$ cat src/rtl/psd_pkg.sv
// Shared types and constants for the panel switch scan and debounce block.
// Holds the request and result structs, row codes and column assignments.
// No dependencies.
`timescale 1ns / 1ps

package psd_pkg;

    // Matrix geometry and field widths.
    localparam int NUM_COLUMNS         = 18;
    localparam int NUM_MOMENTARY_DEF   = 10;
    localparam int DEBOUNCE_RELOAD_DEF = 8;
    localparam int SWITCH_W            = 2 * NUM_COLUMNS;
    localparam int PRESSED_W           = 10;
    localparam int STOP_W              = 5;
    localparam int TOGGLE_W            = 9;
    localparam int RATE_W              = 4;
    localparam int COUNT_W             = 9;
    localparam int ROW_W               = 3;

    // Configuration port.
    localparam int APB_ADDR_W = 3;
    localparam int APB_DATA_W = 32;
    localparam logic REG_REPEAT_RATE = 1'b0;

    // Row codes.
    localparam logic [ROW_W-1:0] ROW_SW_LOW  = 3'd0;
    localparam logic [ROW_W-1:0] ROW_SW_HIGH = 3'd1;
    localparam logic [ROW_W-1:0] ROW_ADDR    = 3'd2;
    localparam logic [ROW_W-1:0] ROW_MOM     = 3'd3;
    localparam logic [ROW_W-1:0] ROW_TOGGLE  = 3'd4;

    // Toggle row column assignments.
    localparam int COL_REPEAT = 5;
    localparam int COL_NXM    = 6;
    localparam int COL_PARITY = 7;
    localparam int COL_SI_A   = 8;
    localparam int COL_SI_B   = 9;

    // Bit positions inside the latched toggle word.
    localparam int TGL_NXM    = 5;
    localparam int TGL_SI     = 6;
    localparam int TGL_PARITY = 7;
    localparam int TGL_REPEAT = 8;

    typedef struct packed {
        logic [ROW_W-1:0]       row;
        logic [NUM_COLUMNS-1:0] levels;
    } in_t;

    typedef struct packed {
        logic [SWITCH_W-1:0]    switch_word;
        logic [NUM_COLUMNS-1:0] address_switches;
        logic [STOP_W-1:0]      stop_conditions;
        logic                   nonexistent_memory_stop;
        logic                   single_instruction;
        logic                   parity_stop;
        logic                   repeat_enabled;
        logic [PRESSED_W-1:0]   pressed;
        logic                   frame_end;
    } out_t;

    // Per-request strobes shared by all debounce lanes.
    typedef struct packed {
        logic sample_en;
        logic frame_en;
        logic reload_all;
    } lane_ctl_t;

endpackage

$ cat src/rtl/psd_lane.sv
// One debounce lane for a single momentary switch.
// Depends on psd_pkg for the lane control struct.
`timescale 1ns / 1ps

module psd_lane
    import psd_pkg::*;
#(
    parameter int DEBOUNCE_RELOAD = DEBOUNCE_RELOAD_DEF
)
(
    input  logic      clk,
    input  logic      rst_n,
    input  lane_ctl_t ctl,
    input  logic      sample,
    output logic      pressed
);

    localparam int CNT_W = $clog2(DEBOUNCE_RELOAD + 1);

    logic             stable_reg, stable_next;
    logic             last_reg, last_next;
    logic             flag_reg, flag_next;
    logic [CNT_W-1:0] count_reg, count_next;
    logic             flag_eff;

    // At frame end a repeat expiry forces the flag to the stable level.
    assign flag_eff = ctl.reload_all ? stable_reg : flag_reg;
    assign pressed  = ctl.frame_en & flag_eff & stable_reg;

    // Debounce on the momentary row, flag update at frame end.
    always_comb
    begin
        stable_next = stable_reg;
        last_next   = last_reg;
        flag_next   = flag_reg;
        count_next  = count_reg;
        if (ctl.sample_en)
        begin
            if (stable_reg == sample)
            begin
                if (count_reg != '0)
                begin
                    count_next = count_reg - CNT_W'(1);
                end
                else
                begin
                    if (last_reg != stable_reg)
                    begin
                        flag_next = 1'b1;
                    end
                    last_next = stable_reg;
                end
            end
            else
            begin
                count_next  = CNT_W'(DEBOUNCE_RELOAD);
                flag_next   = 1'b0;
                stable_next = sample;
            end
        end
        else if (ctl.frame_en)
        begin
            // A reported press clears its flag.
            flag_next = flag_eff & ~stable_reg;
        end
    end

    always_ff @(posedge clk or negedge rst_n)
    begin
        if (!rst_n)
        begin
            stable_reg <= 1'b0;
            last_reg   <= 1'b0;
            flag_reg   <= 1'b0;
            count_reg  <= '0;
        end
        else
        begin
            stable_reg <= stable_next;
            last_reg   <= last_next;
            flag_reg   <= flag_next;
            count_reg  <= count_next;
        end
    end

endmodule

$ cat src/rtl/psd_merge.sv
// Merges the lane press bits into the pressed mask and runs the repeat countdown.
// Depends on psd_pkg for widths.
`timescale 1ns / 1ps

module psd_merge
    import psd_pkg::*;
#(
    parameter int NUM_MOMENTARY = NUM_MOMENTARY_DEF
)
(
    input  logic                     clk,
    input  logic                     rst_n,
    input  logic                     frame_en,
    input  logic                     repeat_on,
    input  logic [RATE_W-1:0]        repeat_rate,
    input  logic [NUM_MOMENTARY-1:0] lane_pressed,
    output logic                     reload_all,
    output logic [PRESSED_W-1:0]     pressed
);

    logic [COUNT_W-1:0] count_reg, count_next;
    logic [COUNT_W-1:0] reload_val;

    // The countdown reaching zero this frame re-arms every flag.
    assign reload_all = frame_en && (count_reg == COUNT_W'(1));
    assign reload_val = COUNT_W'((COUNT_W'(repeat_rate) + COUNT_W'(1)) << 4);

    // Reported mask carries the first PRESSED_W lanes.
    for (genvar k = 0; k < PRESSED_W; k++)
    begin : g_mask
        if (k < NUM_MOMENTARY)
        begin : g_lane
            assign pressed[k] = lane_pressed[k];
        end
        else
        begin : g_pad
            assign pressed[k] = 1'b0;
        end
    end

    // Countdown decrements each frame and reloads on a press with repeat on.
    always_comb
    begin
        count_next = count_reg;
        if (frame_en)
        begin
            if (count_reg != '0)
            begin
                count_next = count_reg - COUNT_W'(1);
            end
            if ((|lane_pressed) && repeat_on)
            begin
                count_next = reload_val;
            end
        end
    end

    always_ff @(posedge clk or negedge rst_n)
    begin
        if (!rst_n)
        begin
            count_reg <= '0;
        end
        else
        begin
            count_reg <= count_next;
        end
    end

endmodule

$ cat src/rtl/panel_switch_scan_debounce.sv
// Top level of the panel switch scan, debounce and auto-repeat block.
// Depends on psd_pkg, psd_lane and psd_merge.
//
// Each request is one scanned row of an 18-column active-low switch matrix and
// yields exactly one result, registered in the cycle after it is taken; a new
// request can be taken every cycle. All momentary switches are debounced in
// parallel lanes, one per switch, and a merging stage builds the pressed mask
// and runs the repeat countdown, so throughput is set only by the single result
// register: one request per cycle while the result side keeps up. Rows 0 and 1
// load the switch word, row 2 the address switches, row 3 the debouncers and
// row 4 the toggles and the end of frame; rows 5 to 7 change nothing. The repeat
// rate register sits at byte address 0 and should be written while the block is idle.
`timescale 1ns / 1ps

module panel_switch_scan_debounce
    import psd_pkg::*;
#(
    parameter int NUM_MOMENTARY   = NUM_MOMENTARY_DEF,
    parameter int DEBOUNCE_RELOAD = DEBOUNCE_RELOAD_DEF
)
(
    input  logic                  clk,
    input  logic                  rst_n,
    input  logic                  in_valid,
    output logic                  in_ready,
    input  in_t                   in_data,
    output logic                  out_valid,
    input  logic                  out_ready,
    output out_t                  out_data,
    input  logic                  psel,
    input  logic                  penable,
    input  logic                  pwrite,
    input  logic [APB_ADDR_W-1:0] paddr,
    input  logic [APB_DATA_W-1:0] pwdata,
    output logic [APB_DATA_W-1:0] prdata,
    output logic                  pready
);

    logic [SWITCH_W-1:0]    switch_reg, switch_next;
    logic [NUM_COLUMNS-1:0] addr_sw_reg, addr_sw_next;
    logic [TOGGLE_W-1:0]    toggle_reg, toggle_next;
    logic [RATE_W-1:0]      rate_reg;
    out_t                   out_reg;
    logic                   out_valid_reg;

    logic                     accept;
    logic [NUM_COLUMNS-1:0]   closed;
    logic                     sample_en;
    logic                     frame_en;
    lane_ctl_t                lane_ctl;
    logic [NUM_MOMENTARY-1:0] lane_pressed;
    logic [PRESSED_W-1:0]     pressed;
    logic                     reload_all;
    logic                     reg_sel;
    out_t                     result;

    // Handshake: the result register frees up as its result is taken.
    assign in_ready  = !out_valid_reg || out_ready;
    assign accept    = in_valid && in_ready;
    assign out_valid = out_valid_reg;
    assign out_data  = out_reg;
    assign closed    = ~in_data.levels;

    // Configuration port.
    assign pready  = 1'b1;
    assign reg_sel = paddr[2];
    assign prdata  = (reg_sel == REG_REPEAT_RATE) ? APB_DATA_W'(rate_reg) : '0;

    always_ff @(posedge clk or negedge rst_n)
    begin
        if (!rst_n)
        begin
            rate_reg <= '0;
        end
        else if (psel && penable && pwrite && pready && (reg_sel == REG_REPEAT_RATE))
        begin
            rate_reg <= pwdata[RATE_W-1:0];
        end
    end

    // Row decode and panel register updates.
    always_comb
    begin
        switch_next  = switch_reg;
        addr_sw_next = addr_sw_reg;
        toggle_next  = toggle_reg;
        sample_en    = 1'b0;
        frame_en     = 1'b0;
        if (accept)
        begin
            case (in_data.row)
                ROW_SW_LOW:
                begin
                    switch_next[NUM_COLUMNS-1:0] = closed;
                end
                ROW_SW_HIGH:
                begin
                    switch_next[SWITCH_W-1:NUM_COLUMNS] = closed;
                end
                ROW_ADDR:
                begin
                    addr_sw_next = closed;
                end
                ROW_MOM:
                begin
                    sample_en = 1'b1;
                end
                ROW_TOGGLE:
                begin
                    frame_en = 1'b1;
                    for (int k = 0; k < STOP_W; k++)
                    begin
                        toggle_next[k] = closed[STOP_W-1-k];
                    end
                    toggle_next[TGL_NXM]    = closed[COL_NXM];
                    toggle_next[TGL_SI]     = closed[COL_SI_A] | closed[COL_SI_B];
                    toggle_next[TGL_PARITY] = closed[COL_PARITY];
                    toggle_next[TGL_REPEAT] = closed[COL_REPEAT];
                end
                default:
                begin
                end
            endcase
        end
    end

    // Strobes shared by all lanes, in the order of the lane control struct.
    assign lane_ctl = {sample_en, frame_en, reload_all};

    // One debounce lane per momentary switch.
    for (genvar i = 0; i < NUM_MOMENTARY; i++)
    begin : g_lane
        psd_lane #(
            .DEBOUNCE_RELOAD(DEBOUNCE_RELOAD)
        ) u_lane (
            .clk    (clk),
            .rst_n  (rst_n),
            .ctl    (lane_ctl),
            .sample (closed[i]),
            .pressed(lane_pressed[i])
        );
    end

    // Merge of lane results and repeat countdown.
    psd_merge #(
        .NUM_MOMENTARY(NUM_MOMENTARY)
    ) u_merge (
        .clk         (clk),
        .rst_n       (rst_n),
        .frame_en    (frame_en),
        .repeat_on   (toggle_next[TGL_REPEAT]),
        .repeat_rate (rate_reg),
        .lane_pressed(lane_pressed),
        .reload_all  (reload_all),
        .pressed     (pressed)
    );

    // Result built from the updated panel state.
    always_comb
    begin
        result.switch_word             = switch_next;
        result.address_switches        = addr_sw_next;
        result.stop_conditions         = toggle_next[STOP_W-1:0];
        result.nonexistent_memory_stop = toggle_next[TGL_NXM];
        result.single_instruction      = toggle_next[TGL_SI];
        result.parity_stop             = toggle_next[TGL_PARITY];
        result.repeat_enabled          = toggle_next[TGL_REPEAT];
        result.pressed                 = pressed;
        result.frame_end               = frame_en;
    end

    // Panel state registers.
    always_ff @(posedge clk or negedge rst_n)
    begin
        if (!rst_n)
        begin
            switch_reg  <= '0;
            addr_sw_reg <= '0;
            toggle_reg  <= '0;
        end
        else
        begin
            switch_reg  <= switch_next;
            addr_sw_reg <= addr_sw_next;
            toggle_reg  <= toggle_next;
        end
    end

    // Result register.
    always_ff @(posedge clk or negedge rst_n)
    begin
        if (!rst_n)
        begin
            out_valid_reg <= 1'b0;
        end
        else if (in_ready)
        begin
            out_valid_reg <= in_valid;
        end
    end

    always_ff @(posedge clk)
    begin
        if (accept)
        begin
            out_reg <= result;
        end
    end

endmodule
$ cat config.mk
export PLATFORM = sky130hd
export DESIGN_NAME = panel_switch_scan_debounce
export DESIGN_NICKNAME = d
export VERILOG_FILES = /design/src/rtl/psd_pkg.sv /design/src/rtl/psd_lane.sv /design/src/rtl/psd_merge.sv /design/src/rtl/panel_switch_scan_debounce.sv
export SDC_FILE = /design/constraint.sdc
export NUM_CORES = 1
export LEC_CHECK = 0
export BUFFER_PORTS_ARGS = -buffer_cell sky130_fd_sc_hd__buf_2
export CAP_MARGIN = 20
export CORE_MARGIN = 3
export CORE_UTILIZATION = 45
export DETAILED_ROUTE_END_ITERATION = 10
export PLACE_DENSITY = 0.67
export SYNTH_ARGS = -nofsm -noshare
export SYNTH_HDL_FRONTEND = slang
export SYNTH_SLANG_ARGS = --single-unit
$ cat constraint.sdc
create_clock -name clk -period 9.75 [get_ports clk]
set_input_delay 1.95 -clock clk [delete_from_list [all_inputs] [get_ports clk]]
set_output_delay 1.95 -clock clk [all_outputs]
set_load 0.02 [all_outputs]
==> flow_metrics.py <==
metrics = {
    "pwr": {
        "p_total_uw": 2790,
        "vdd_drop_max_mv": 0.108,
        "cellLeakagePower_uw": 0.00489,
        "comb_power_share": 0.229,
        "clockPowerShare": 0.305,
        "internal_power_uw": 1930,
        "switching_power_uw": 855,
        "seqPwrFrac": 0.466,
        "power_switching_share": 0.307,
        "powerDensity_mw_per_mm2": 252,
    },
    "sta": {
        "tightestPinTransition_ns": 1.02,
        "slew_violations": 0,
        "tns_ns": 0,
        "skew_ns": 0.0135,
        "min_period_over_period": 0.543,
        "setup_slack_ns": 4.46,
        "relSlewSlack": 0.320,
        "setup_viol": 0,
        "max_freq_ghz": 0.189,
        "rsz0062_at_grt": "no",
        "final_hold_viol_count": 0,
        "fin_crit_ns": 5.29,
    },
    "final_layout": {
        "fillers": 1801,
        "final_cell_mix": "147 x dfrtp_1, 136 x o21ai_0, 115 x nand2_1, 111 x buf_2, 74 x edfxtp_1",
        "syn_to_final_growth_pct": 14.7,
        "fin_nets": 1069,
        "seq_area_mm2": 0.00590,
        "drive_above_1_share": 0.175,
        "diodes": 0,
        "utilization": 0.535,
        "layout_commonest_cell": "dfrtp_1",
        "multi_input_area_mm2": 0.00333,
        "largest_reg_flops": 74,
    },
    "synthesis": {
        "synthArstFlopShare": 0.665,
        "synth_ff_type": "dfrtp_1",
        "synth_seq_cells": 221,
        "yosysSeqAreaShare": 0.611,
        "yosys_warnings": 0,
        "syn_area_mm2": 0.00966,
        "syn_area_per_cell_um2": 10.8,
        "yosys.cell_types.count": 58,
        "synthCells": 892,
        "synth_edf_count": 74,
    },
    "cts": {
        "post_cts_buffers": 0,
        "clkLatencyLatePin_ns": 0.50,
        "htree_num_levels": 1,
        "cts_tree": "yes",
        "clk_pin_slew_ns": 0.06,
        "cts-root-buf": "clkbuf_16",
        "clock_path_buffers": 3,
        "cts.sinks": 221,
        "hold_buffers": 0,
        "numCtsBuffers": 23,
        "post_cts_resized": 0,
    },
    "die": {
        "die_area_mm2": 0.0233,
        "die_x_um": 153,
        "die_h_um": 153,
        "initial_core_util": 0.467,
        "ios": 172,
        "placementRows": 52,
        "core_area_mm2": 0.0207,
    },
    "critical_path": {
        "critPathTopFamily": "simple AND/OR/NAND/NOR gates",
        "path_buf_inv": 2,
        "cp_data_required_time_ns": 10.13,
        "cp-start-kind": "input port",
        "cp_slowest_stage_delay_ns": 0.82,
        "critPathMaxFanout": 75,
        "crit_type": "input port to register",
        "worstPathArrival_ns": 5.67,
        "worstPathCellList": "buf_2, nand2b_1, and2_4, nand2_1, inv_2, o211a_1, nor4_4, a21oi_1, o21ai_1, mux2_2",
        "crit_path_end_kind": "register",
        "crit_slowest_cell": "and2_4",
    },
    "grt": {
        "track_usage": 0.167,
        "grt_pass1_vias": 6257,
        "overflow": 0,
        "grt_first_pass_wirelength_um": 32500,
        "grt_max_degree": 89,
        "antenna_found_initial": 0,
    },
    "route": {
        "wire_per_inst_um": 15.7,
        "final_antenna_net_count": 0,
        "vias": 6719,
        "route.detailed.drc": 0,
        "avgViaCountPerCell": 5.26,
        "drtIter0Drc": 417,
        "first_pass_iters": 5,
        "routed_wl_um": 20000,
    },
    "placement": {
        "routabilityCongestion": 0.788,
        "post-place-ws_ns": 3.89,
        "hpwlAfterDp_um": 13200,
        "io_buffers": 112,
    },
    "run": {
        "cap_violations": 0,
    },
    "hold_path": {
        "hold_class": "register to register",
    },
    "status": {
        "status": "completed",
    },
}
==> cells by family after synthesis <==
logic type	after synthesis	synth area share
compound gates	250	0.159
xor+xnor	12	0.0109
fa+ha+maj	14	0.0181
buf+inv	112	0.0561
flops	221	0.611
mux	10	0.0115
other cells	2	0.000777
simple gates	271	0.133
==> layer usage <==
layer / vias to the layer above / share of wire / track usage
met5: - / 0 / 0
met4: 0 / 0.017 / 0.0382
met3: 28 / 0.051 / 0.0287
met2: 183 / 0.47 / 0.273
met1: 3209 / 0.46 / 0.235
li1: 3299 / - / -
==> synthesized netlist by cell type, types with 3 or more instances <==
cell type / number / area, um^2
nand3b_1: 5 / 37.5
mux2i_1: 4 / 40.0
o22ai_1: 4 / 25.0
a21o_1: 9 / 67.6
mux2_2: 5 / 56.3
a31o_2: 4 / 35.0
xnor2_1: 11 / 96.3
buf_2: 4 / 20.0
nand2_1: 115 / 432
a32oi_1: 5 / 43.8
clkbuf_1: 36 / 135
nor3b_1: 6 / 45.0
nor2_1: 58 / 218
o21bai_1: 3 / 22.5
ha_1: 14 / 175
a31oi_1: 9 / 56.3
buf_4: 29 / 218
a22oi_1: 8 / 60.1
a21oi_1: 29 / 145
inv_1: 41 / 154
o31ai_1: 3 / 22.5
nand2b_1: 14 / 87.6
or3_1: 3 / 18.8
a22o_1: 15 / 131
o211a_1: 3 / 30.0
dfrtp_1: 147 / 3680
or3b_2: 4 / 35.0
nand3_1: 11 / 55.1
o41ai_1: 4 / 35.0
a32o_1: 6 / 60.1
o21ai_0: 136 / 681
edfxtp_1: 74 / 2220
nor4_1: 5 / 31.3
nor3_1: 18 / 90.1
and3_1: 10 / 62.6
nor2b_1: 10 / 62.6
==> stage by stage <==
stage	area, um^2	hold slack, ns	instances
6_report	11100	0.486	1278
5_1_grt	11100	0.515	1278
4_1_cts	11100	0.492	1278
3_5_place_dp	10300	0.479	1237
3_3_place_gp	10300	0.465	1236
2_1_floorplan	9760	0.438	919
==> final timing paths <==
path | to | start | depth (start not counted) | slack, ns
worst min register to register | switch_reg[30] | switch_reg[30] | 2 | 0.49
min in group asynchronous | switch_reg[21] | rst_n | 1 | 1.50
worst max-delay path | u_merge.count_reg[0] | out_ready | 10 | 4.46
max in group asynchronous | u_merge.count_reg[2] | rst_n | 2 | 6.93
worst min-delay path | switch_reg[30] | switch_reg[30] | 2 | 0.49
worst max register to register | u_merge.count_reg[0] | out_valid | 9 | 5.60
==> worst min-delay path: cells and delay by family (launching register included) <==
family,cells,cell delay (ns)
AOI/OAI and AO/OA,1,0.08
and+or+nand+nor,1,0.04
DFF,1,0.32
==> final cells by class <==
type | instances | share of cell area
clock buffer | 33 | 0.0581
inverter | 42 | 0.0142
sequential | 221 | 0.533
timing repair buffer | 118 | 0.0559
multi-input combinational | 586 | 0.300
clock inverter | 8 | 0.00825
tap | 270 | 0.0305
==> power groups by stage <==
stage	clock, uW	sequential, uW	combinational, uW
floorplan	0	1320	468
global placement	0	1310	617
detailed placement	0	1310	640
CTS	871	1300	643
global route	910	1330	731
finish	849	1300	638
Power figures use the tool's default switching activity.
